### src/sv/sts_pkg.sv
package sts_pkg;

    // Scanner modes, one-hot
    typedef enum logic [3:0] {
        MODE_IDLE  = 4'b0001,
        MODE_NUM   = 4'b0010,
        MODE_IDENT = 4'b0100,
        MODE_ERR   = 4'b1000
    } scan_mode_t;

    localparam int KIND_W   = 4;
    localparam int FIELD_W  = 16;
    localparam int KW_COUNT = 4;

    // Token kinds
    localparam logic [KIND_W-1:0] KIND_LBRACE  = 4'd0;
    localparam logic [KIND_W-1:0] KIND_RBRACE  = 4'd1;
    localparam logic [KIND_W-1:0] KIND_AT      = 4'd2;
    localparam logic [KIND_W-1:0] KIND_LPAREN  = 4'd3;
    localparam logic [KIND_W-1:0] KIND_RPAREN  = 4'd4;
    localparam logic [KIND_W-1:0] KIND_IDENT   = 4'd5;
    localparam logic [KIND_W-1:0] KIND_MODEL   = 4'd6;
    localparam logic [KIND_W-1:0] KIND_STRING  = 4'd7;
    localparam logic [KIND_W-1:0] KIND_INTEGER = 4'd8;
    localparam logic [KIND_W-1:0] KIND_BOOLEAN = 4'd9;
    localparam logic [KIND_W-1:0] KIND_NUMBER  = 4'd10;
    localparam logic [KIND_W-1:0] KIND_ERROR   = 4'd11;

    // Keyword spellings, padded with NUL, in the order model, String, Integer, Boolean
    localparam logic [7:0] KW_TEXT [KW_COUNT][8] = '{
        '{"m", "o", "d", "e", "l", 8'h00, 8'h00, 8'h00},
        '{"S", "t", "r", "i", "n", "g", 8'h00, 8'h00},
        '{"I", "n", "t", "e", "g", "e", "r", 8'h00},
        '{"B", "o", "o", "l", "e", "a", "n", 8'h00}
    };
    localparam logic [2:0] KW_LEN [KW_COUNT] = '{3'd5, 3'd6, 3'd7, 3'd7};

    // Result queue geometry
    localparam int QUEUE_DEPTH = 4;
    localparam int PTR_W       = 2;
    localparam int CNT_W       = 3;

    typedef struct packed {
        logic                vld;
        logic [KIND_W-1:0]   kind;
        logic [FIELD_W-1:0]  start;
        logic [FIELD_W-1:0]  length;
        logic                last;
    } token_t;

    function automatic logic is_digit(input logic [7:0] c);
        return c inside {["0":"9"]};
    endfunction

    function automatic logic is_alpha(input logic [7:0] c);
        return c inside {["a":"z"], ["A":"Z"]};
    endfunction

    function automatic logic is_ident_char(input logic [7:0] c);
        return is_alpha(c) || is_digit(c) || (c == "_");
    endfunction

    // Space, tab, LF, VT, FF, CR
    function automatic logic is_space(input logic [7:0] c);
        return c inside {8'h20, [8'h09:8'h0d]};
    endfunction

    function automatic logic is_symbol(input logic [7:0] c);
        return c inside {"{", "}", "@", "(", ")"};
    endfunction

    function automatic logic [KIND_W-1:0] symbol_kind(input logic [7:0] c);
        logic [KIND_W-1:0] k;
        case (c)
            "{":     k = KIND_LBRACE;
            "}":     k = KIND_RBRACE;
            "@":     k = KIND_AT;
            "(":     k = KIND_LPAREN;
            ")":     k = KIND_RPAREN;
            default: k = KIND_ERROR;
        endcase
        return k;
    endfunction

    // First keyword still matching whose length fits, else plain identifier
    function automatic logic [KIND_W-1:0] ident_kind(input logic [KW_COUNT-1:0] match,
                                                     input logic [KW_COUNT-1:0] len_hit);
        logic [KW_COUNT-1:0] hit;
        hit = match & len_hit;
        if (hit[0])      return KIND_MODEL;
        else if (hit[1]) return KIND_STRING;
        else if (hit[2]) return KIND_INTEGER;
        else if (hit[3]) return KIND_BOOLEAN;
        else             return KIND_IDENT;
    endfunction

endpackage

### src/sv/sts_lexer.sv
module sts_lexer
    import sts_pkg::*;
#(
    parameter int OFFSET_BITS = 16
) (
    input  logic        aclk,
    input  logic        aresetn,
    input  logic        step_en,
    input  logic [7:0]  source_byte,
    input  logic        end_of_source,
    output token_t      res0,
    output token_t      res1
);

    scan_mode_t                 mode_reg, mode_next, mode_mid;
    logic [OFFSET_BITS-1:0]     offset_reg, offset_next, offset_new;
    logic [OFFSET_BITS-1:0]     start_reg, start_next, start_mid;
    logic [KW_COUNT-1:0]        match_reg, match_next, match_mid;

    logic                       saturated;
    logic [OFFSET_BITS-1:0]     len_a, len_e;
    logic [KW_COUNT-1:0]        hit_a, hit_e, keep, init_match;
    logic                       consumed, close_a, close_e;
    logic                       one_vld;
    logic [KIND_W-1:0]          one_kind, kind_a, kind_e;
    logic [FIELD_W-1:0]         one_len;
    token_t                     tok_a, tok_one, tok_e;

    assign saturated = &offset_reg;
    assign len_a     = offset_reg - start_reg;

    // Per-keyword length checks and running character compare
    always_comb begin
        for (int k = 0; k < KW_COUNT; k++) begin
            hit_a[k]      = (len_a == OFFSET_BITS'(KW_LEN[k]));
            keep[k]       = !saturated && (len_a < OFFSET_BITS'(KW_LEN[k]))
                            && (KW_TEXT[k][len_a[2:0]] == source_byte);
            init_match[k] = (KW_TEXT[k][0] == source_byte);
        end
    end

    assign kind_a = (mode_reg == MODE_NUM) ? KIND_NUMBER : ident_kind(match_reg, hit_a);

    // Continue, close or start a token for this byte
    always_comb begin
        mode_mid  = mode_reg;
        start_mid = start_reg;
        match_mid = match_reg;
        consumed  = 1'b0;
        close_a   = 1'b0;
        one_vld   = 1'b0;
        one_kind  = KIND_ERROR;
        one_len   = '0;
        if (mode_reg != MODE_ERR) begin
            if (mode_reg == MODE_NUM) begin
                consumed = is_digit(source_byte);
                close_a  = !consumed;
            end else if (mode_reg == MODE_IDENT) begin
                consumed = is_ident_char(source_byte);
                close_a  = !consumed;
                if (consumed) begin
                    match_mid = match_reg & keep;
                end
            end
            if (close_a) begin
                mode_mid = MODE_IDLE;
            end
            if (!consumed) begin
                if (is_space(source_byte)) begin
                    one_vld = 1'b0;
                end else if (is_symbol(source_byte)) begin
                    one_vld  = 1'b1;
                    one_kind = symbol_kind(source_byte);
                    one_len  = FIELD_W'(1);
                end else if (is_digit(source_byte)) begin
                    mode_mid  = MODE_NUM;
                    start_mid = offset_reg;
                end else if (is_alpha(source_byte) || source_byte == "_") begin
                    mode_mid  = MODE_IDENT;
                    start_mid = offset_reg;
                    match_mid = init_match;
                end else begin
                    one_vld  = 1'b1;
                    one_kind = KIND_ERROR;
                    mode_mid = MODE_ERR;
                end
            end
        end
    end

    // Advance the offset, holding it at the top of its range
    assign offset_new = saturated ? offset_reg : offset_reg + OFFSET_BITS'(1);

    // Close a token still pending at the end of the source
    assign close_e = end_of_source && (mode_mid == MODE_NUM || mode_mid == MODE_IDENT);
    assign len_e   = offset_new - start_mid;

    always_comb begin
        for (int k = 0; k < KW_COUNT; k++) begin
            hit_e[k] = (len_e == OFFSET_BITS'(KW_LEN[k]));
        end
    end

    assign kind_e = (mode_mid == MODE_NUM) ? KIND_NUMBER : ident_kind(match_mid, hit_e);

    always_comb begin
        tok_a   = '{vld: close_a, kind: kind_a, start: FIELD_W'(start_reg),
                    length: FIELD_W'(len_a), last: 1'b0};
        tok_one = '{vld: one_vld, kind: one_kind, start: FIELD_W'(offset_reg),
                    length: one_len, last: 1'b0};
        tok_e   = '{vld: close_e, kind: kind_e, start: FIELD_W'(start_mid),
                    length: FIELD_W'(len_e), last: 1'b0};
    end

    // Pack results in order: closed token, symbol or error, end-of-source close
    always_comb begin
        res0 = '0;
        res1 = '0;
        if (step_en) begin
            if (tok_a.vld) begin
                res0 = tok_a;
                res1 = tok_one.vld ? tok_one : tok_e;
            end else if (tok_one.vld) begin
                res0 = tok_one;
                res1 = tok_e;
            end else begin
                res0 = tok_e;
            end
        end
        res0.last = res0.vld && !res1.vld;
        res1.last = res1.vld;
    end

    // Next state: back to reset after the last byte of a source, held in error mode, else advanced
    always_comb begin
        if (end_of_source) begin
            mode_next   = MODE_IDLE;
            offset_next = '0;
            start_next  = '0;
            match_next  = '1;
        end else if (mode_reg == MODE_ERR) begin
            mode_next   = mode_reg;
            offset_next = offset_reg;
            start_next  = start_reg;
            match_next  = match_reg;
        end else begin
            mode_next   = mode_mid;
            offset_next = offset_new;
            start_next  = start_mid;
            match_next  = match_mid;
        end
    end

    always_ff @(posedge aclk) begin
        if (!aresetn) begin
            mode_reg   <= MODE_IDLE;
            offset_reg <= '0;
            start_reg  <= '0;
            match_reg  <= '1;
        end else if (step_en) begin
            mode_reg   <= mode_next;
            offset_reg <= offset_next;
            start_reg  <= start_next;
            match_reg  <= match_next;
        end
    end

endmodule

### src/sv/schema_token_scanner.sv
// Tokens of a taken item are written into the token queue and offered on m_ from its head.
// One source byte per cycle while s_ready holds; two tokens from one byte leave in turn.
// s_ready holds while the four-entry token queue has room for two tokens.
// Reset (aresetn low, synchronous) empties the queue and returns the scanner to idle
// with offset zero and all keyword matches set.
module schema_token_scanner
    import sts_pkg::*;
#(
    parameter int OFFSET_BITS = 16
) (
    input  logic                 aclk,
    input  logic                 aresetn,
    input  logic                 s_valid,
    output logic                 s_ready,
    input  logic [7:0]           s_source_byte,
    input  logic                 s_end_of_source,
    output logic                 m_valid,
    input  logic                 m_ready,
    output logic [KIND_W-1:0]    m_token_kind,
    output logic [FIELD_W-1:0]   m_token_start,
    output logic [FIELD_W-1:0]   m_token_length,
    output logic                 m_last_of_run
);

    token_t                 res0, res1;
    token_t                 queue_reg [QUEUE_DEPTH];
    logic [PTR_W-1:0]       wr_ptr_reg, wr_ptr_next, rd_ptr_reg, rd_ptr_next;
    logic [CNT_W-1:0]       count_reg, count_next;
    logic [CNT_W-1:0]       push_n;
    logic                   accept, pop;

    assign s_ready = (count_reg <= CNT_W'(QUEUE_DEPTH - 2));
    assign accept  = s_valid && s_ready;
    assign pop     = m_valid && m_ready;

    sts_lexer #(
        .OFFSET_BITS (OFFSET_BITS)
    ) u_lexer (
        .aclk          (aclk),
        .aresetn       (aresetn),
        .step_en       (accept),
        .source_byte   (s_source_byte),
        .end_of_source (s_end_of_source),
        .res0          (res0),
        .res1          (res1)
    );

    // Queue bookkeeping
    assign push_n      = CNT_W'(res0.vld) + CNT_W'(res1.vld);
    assign wr_ptr_next = wr_ptr_reg + PTR_W'(push_n);
    assign rd_ptr_next = rd_ptr_reg + PTR_W'(pop);
    assign count_next  = count_reg + push_n - CNT_W'(pop);

    always_ff @(posedge aclk) begin
        if (!aresetn) begin
            wr_ptr_reg <= '0;
            rd_ptr_reg <= '0;
            count_reg  <= '0;
        end else begin
            wr_ptr_reg <= wr_ptr_next;
            rd_ptr_reg <= rd_ptr_next;
            count_reg  <= count_next;
        end
    end

    // Write up to two tokens per item
    always_ff @(posedge aclk) begin
        if (res0.vld) begin
            queue_reg[wr_ptr_reg] <= res0;
        end
        if (res1.vld) begin
            queue_reg[wr_ptr_reg + PTR_W'(1)] <= res1;
        end
    end

    // Present the oldest token
    assign m_valid        = (count_reg != '0);
    assign m_token_kind   = queue_reg[rd_ptr_reg].kind;
    assign m_token_start  = queue_reg[rd_ptr_reg].start;
    assign m_token_length = queue_reg[rd_ptr_reg].length;
    assign m_last_of_run  = queue_reg[rd_ptr_reg].last;

    a_count_bound: assert property (@(posedge aclk) disable iff (!aresetn)
        count_reg <= CNT_W'(QUEUE_DEPTH))
        else $error("token queue overfilled");

    a_packed_results: assert property (@(posedge aclk) disable iff (!aresetn)
        res1.vld |-> res0.vld && res1.last && !res0.last)
        else $error("second token without a first, or wrong end-of-run flag");

    a_push_shows: assert property (@(posedge aclk) disable iff (!aresetn)
        (push_n != '0) |=> m_valid)
        else $error("pushed token not offered");

    a_no_push_idle: assert property (@(posedge aclk) disable iff (!aresetn)
        !accept |-> push_n == '0)
        else $error("token produced without an accepted item");

endmodule
### config.mk
export PLATFORM = sky130hd
export DESIGN_NAME = schema_token_scanner
export DESIGN_NICKNAME = d
export VERILOG_FILES = /design/src/sv/sts_pkg.sv /design/src/sv/sts_lexer.sv /design/src/sv/schema_token_scanner.sv
export SDC_FILE = /design/constraint.sdc
export NUM_CORES = 1
export LEC_CHECK = 0
export BUFFER_PORTS_ARGS = -buffer_cell sky130_fd_sc_hd__clkbuf_2
export CAP_MARGIN = 20
export CELL_PAD_IN_SITES_DETAIL_PLACEMENT = 2
export CELL_PAD_IN_SITES_GLOBAL_PLACEMENT = 2
export CORE_MARGIN = 1
export CORE_UTILIZATION = 42
export DETAILED_ROUTE_END_ITERATION = 10
export PLACE_DENSITY = 0.88
export SLEW_MARGIN = 0
export SYNTH_ARGS = -nofsm -noshare
export SYNTH_HDL_FRONTEND = slang
export SYNTH_HIERARCHICAL = 1
export SYNTH_SLANG_ARGS = --single-unit
### constraint.sdc
create_clock -name aclk -period 6.85 [get_ports aclk]
set_input_delay 0.685 -clock aclk [delete_from_list [all_inputs] [get_ports aclk]]
set_output_delay 0.685 -clock aclk [all_outputs]
set_load 0.05 [all_outputs]
==> results_dict.tcl <==
set metrics [dict create \
    status "completed" \
    netlist_area_um2 14100 \
    gr-usage-all-layers_pct 32.9 \
    setup_viol 0 \
    max_clock_freq_mhz 146 \
    critical_path_class "flip-flop to flip-flop" \
    holdBufCountCts 0 \
    syn_to_final_growth_pct 9.62 \
    clk_latency_ns 0.49 \
    hold_ws_ns 0.573 \
    synth_top_cell_by_area "edfxtp_1" \
    synth-simple-area-share_pct 15.8 \
    synth-xor-area-share_pct 3.52 \
    vias_per_cell 6.61 \
    gp_congestion 0.926 \
    cts_buffer_depth 2 \
    multi_input_area_um2 8170 \
    yosys-top-cells-area "edfxtp_1 (32%), mux2_2 (8.9%), dfxtp_1 (6.7%), mux4_2 (5.9%), ha_1 (3.9%)" \
    cp_max_fo 9 \
    io_pins 52 \
    dr.pass1.iters 6 \
    cp_slowest_cell "a2111oi_1" \
    r2r-start "u_lexer/offset_reg[6]" \
    overflow 0 \
    crit_chain "nand4_1 > nor4_1 > buf_4 > nand4_1 > nand4_1 > buf_4 > nor2_1 > xnor2_1 > ha_1 > inv_1 > nor3_1 > a2111oi_1 > o311ai_2 > or3b_1 > nor4_1 > nand4b_1 > a21oi_2 > nor2_1 > o221a_1 > mux2_1" \
    cp-start-kind "flip-flop" \
    grt_pass1_vias 13000 \
    drt_iter0_drc 967 \
    n_fill_cell 3368 \
    die_w_um 185 \
    syn_area_per_cell_um2 10.5 \
    rsz0062_at_grt "no" \
    endpoint_kind "flip-flop" \
    rrSetupSlack_ns 0.01 \
    min_from "u_lexer/match_reg[0]" \
    synth-seq-area-share_pct 38.2 \
    cts_tree "built" \
    finClkSkew_ns 0.0156 \
    critPathMostFrequentCell "nand4_1" \
    diodes 0 \
    synth_seq_cells 195 \
    wl_per_cell_um 30.3 \
    yosys-top-cells-count "edfxtp_1 (148), nor2_1 (127), mux2_2 (111), nand2_1 (86), a21oi_1 (57)" \
    vias 12000 \
    cp_num_buf_inv 3 \
    hold_class "flip-flop to flip-flop" \
    synth_cell_types 87 \
    ant_nets 0 \
    power.density_nw_per_um2 257 \
    rows 66 \
    vdd_ir_drop_max_v 0.000260 \
    synth_fp_nets 1409 \
    dp.cells 1787 \
    period_needed_ns 6.84 \
    die_area_um2 34300 \
    cts_inserted_buffers 17 \
    r2r_cells 20 \
    critPathMaxStageDelay_ns 0.66 \
    port_buffers 51 \
    slew_headroom_pct 18.6 \
    grt_antenna_before_repair 0 \
    post-route-drc-count 0 \
    synthArstFlopShare_pct 0 \
    min_period_over_period_pct 99.8 \
    grt_pass1_wl_um 83000 \
    synth.area.mux_share_pct 20.8 \
    maxCapViolCount 0 \
    drt_wl_total_um 55200 \
    p_leak_nw 5.88 \
    ctsRootBufferMaster "clkbuf_16" \
    core_um2 32800 \
    finalMaxSlewViolations 0 \
    die_height_um 185 \
    power.total_mw 3.97 \
    arrival_ns 7.06 \
    worstMarginPinSlew_ns 1.21 \
    whs_endpoint "u_lexer/match_reg[0]" \
    grt_max_degree 48 \
    hold_violations 0 \
    synth_top_family_by_area "multiplexers" \
    stdcell_count 1821 \
    crit_required_ns 7.07 \
    nets 1426 \
    yosysMostFrequentCell "edfxtp_1" \
    largest_register_ffs 148 \
    dp_hpwl_um 37800 \
    initial_core_util_pct 43.0 \
    drive_above_1_share_pct 23.9 \
    htreeDepth 4 \
    synth-adder-area-share_pct 4.33 \
    post_dp_cell_area_um2 14800 \
    netlist.area_leader.share_pct 31.5 \
    clk_transition_reported_paths_ns 0.08 \
    synth-main-ff-cell "edfxtp_1" \
    r2r-end "queue_reg[0][35]" \
    register_area_um2 5390 \
    holdPathStages 2 \
    synth_compound_area_share_pct 12.9 \
    path_delay_family "simple AND/OR/NAND/NOR gates" \
    numClockSinks 195 \
    synth_cells 1349 \
    yosysWarnings 6 \
    synth_edf_count 148 \
    fin_area_um2 15500 \
]
[kinds of logic after synthesis]
kind of cell / Yosys count
XOR/XNOR: 52
AO/OA/AOI/OAI: 262
AND/OR/NAND/NOR: 441
flip-flops: 195
buffers and inverters: 134
multiplexers: 218
adder cells (fa/ha/maj): 47
[worst min-delay path, cell delays in order (launching register included)]
cell and delay, ns:
dfxtp_1 0.36, nand2_1 0.08, o211ai_1 0.08
[per-layer routing]
layer	track usage, %	up-vias	wire length, um
li1	-	5093	-
met1	38.9	6271	21900
met2	56.9	513	27800
met3	5.27	164	2790
met4	17.6	0	2760
met5	0	-	0
[report_power, final]
part	switching, mW	leakage (nW)	internal (mW)
sequential	0.0600	1.72	1.38
clock	0.541	0.295	0.555
combinational	0.995	3.86	0.434
total	1.60	5.88	2.37
[stage by stage]
stage | TNS (ns) | setup WS (ns) | utilization (%)
final | 0 | 0.0125 | 47.2
after global routing | 0 | 0.0428 | 47.2
after CTS | 0 | 0.0303 | 47.0
after detailed placement | -0.115 | -0.0565 | 45.1
after global placement | 0 | 0.402 | 45.1
after floorplan | 0 | 0.725 | -
[cells in the final DEF, fill, tap and decap left out, drive strengths merged, types with 7 or more instances in the layout]
cell / netlist / final
mux2: 149 / 149
edfxtp: 148 / 148
nor2: 129 / 129
nand2: 86 / 86
clkbuf: 55 / 68
o21ai: 59 / 59
a21oi: 57 / 57
inv: 45 / 51
dfxtp: 47 / 47
ha: 44 / 44
nand3: 42 / 42
mux4: 37 / 37
buf: 34 / 36
and2: 34 / 34
mux2i: 32 / 32
nor3: 32 / 32
xnor2: 30 / 30
nor2b: 28 / 28
a211oi: 28 / 28
xor2: 19 / 19
a22oi: 15 / 15
nand4: 13 / 13
nor4: 13 / 13
nand2b: 11 / 11
a21o: 11 / 11
or3: 9 / 9
and3: 8 / 8
a21boi: 8 / 8
o21a: 7 / 7
a31oi: 7 / 7
o211ai: 7 / 7
[area by class of cell]
type | instances | area share [%]
flip-flops and latches | 195 | 34.9
well taps | 442 | 3.58
clock buffers | 17 | 2.75
inverters | 45 | 1.09
repair buffers | 87 | 3.61
multi-input cells | 1020 | 52.9
clock inverters | 15 | 1.25
[what timing repair did]
item,4_1_cts,5_1_grt
resized for setup,3,3
endpoints found under the setup margin,8,11
pin swaps,0,1
setup buffers,0,1
[worst max path at each step]
stage | startpoint | endpoint | slack [ns] | depth (start not counted)
6_report | u_lexer/offset_reg[6] | queue_reg[0][35] | 0.01 | 20
2_1_floorplan | s_source_byte[2] | queue_reg[0][0] | 0.73 | 13
3_3_place_gp | s_source_byte[1] | queue_reg[0][35] | 0.40 | 23
3_5_place_dp | s_source_byte[1] | queue_reg[0][35] | -0.06 | 22
4_1_cts | u_lexer/offset_reg[4] | queue_reg[0][35] | 0.03 | 19
5_1_grt | u_lexer/offset_reg[5] | queue_reg[0][35] | 0.04 | 20
Power figures use the tool's default switching activity.
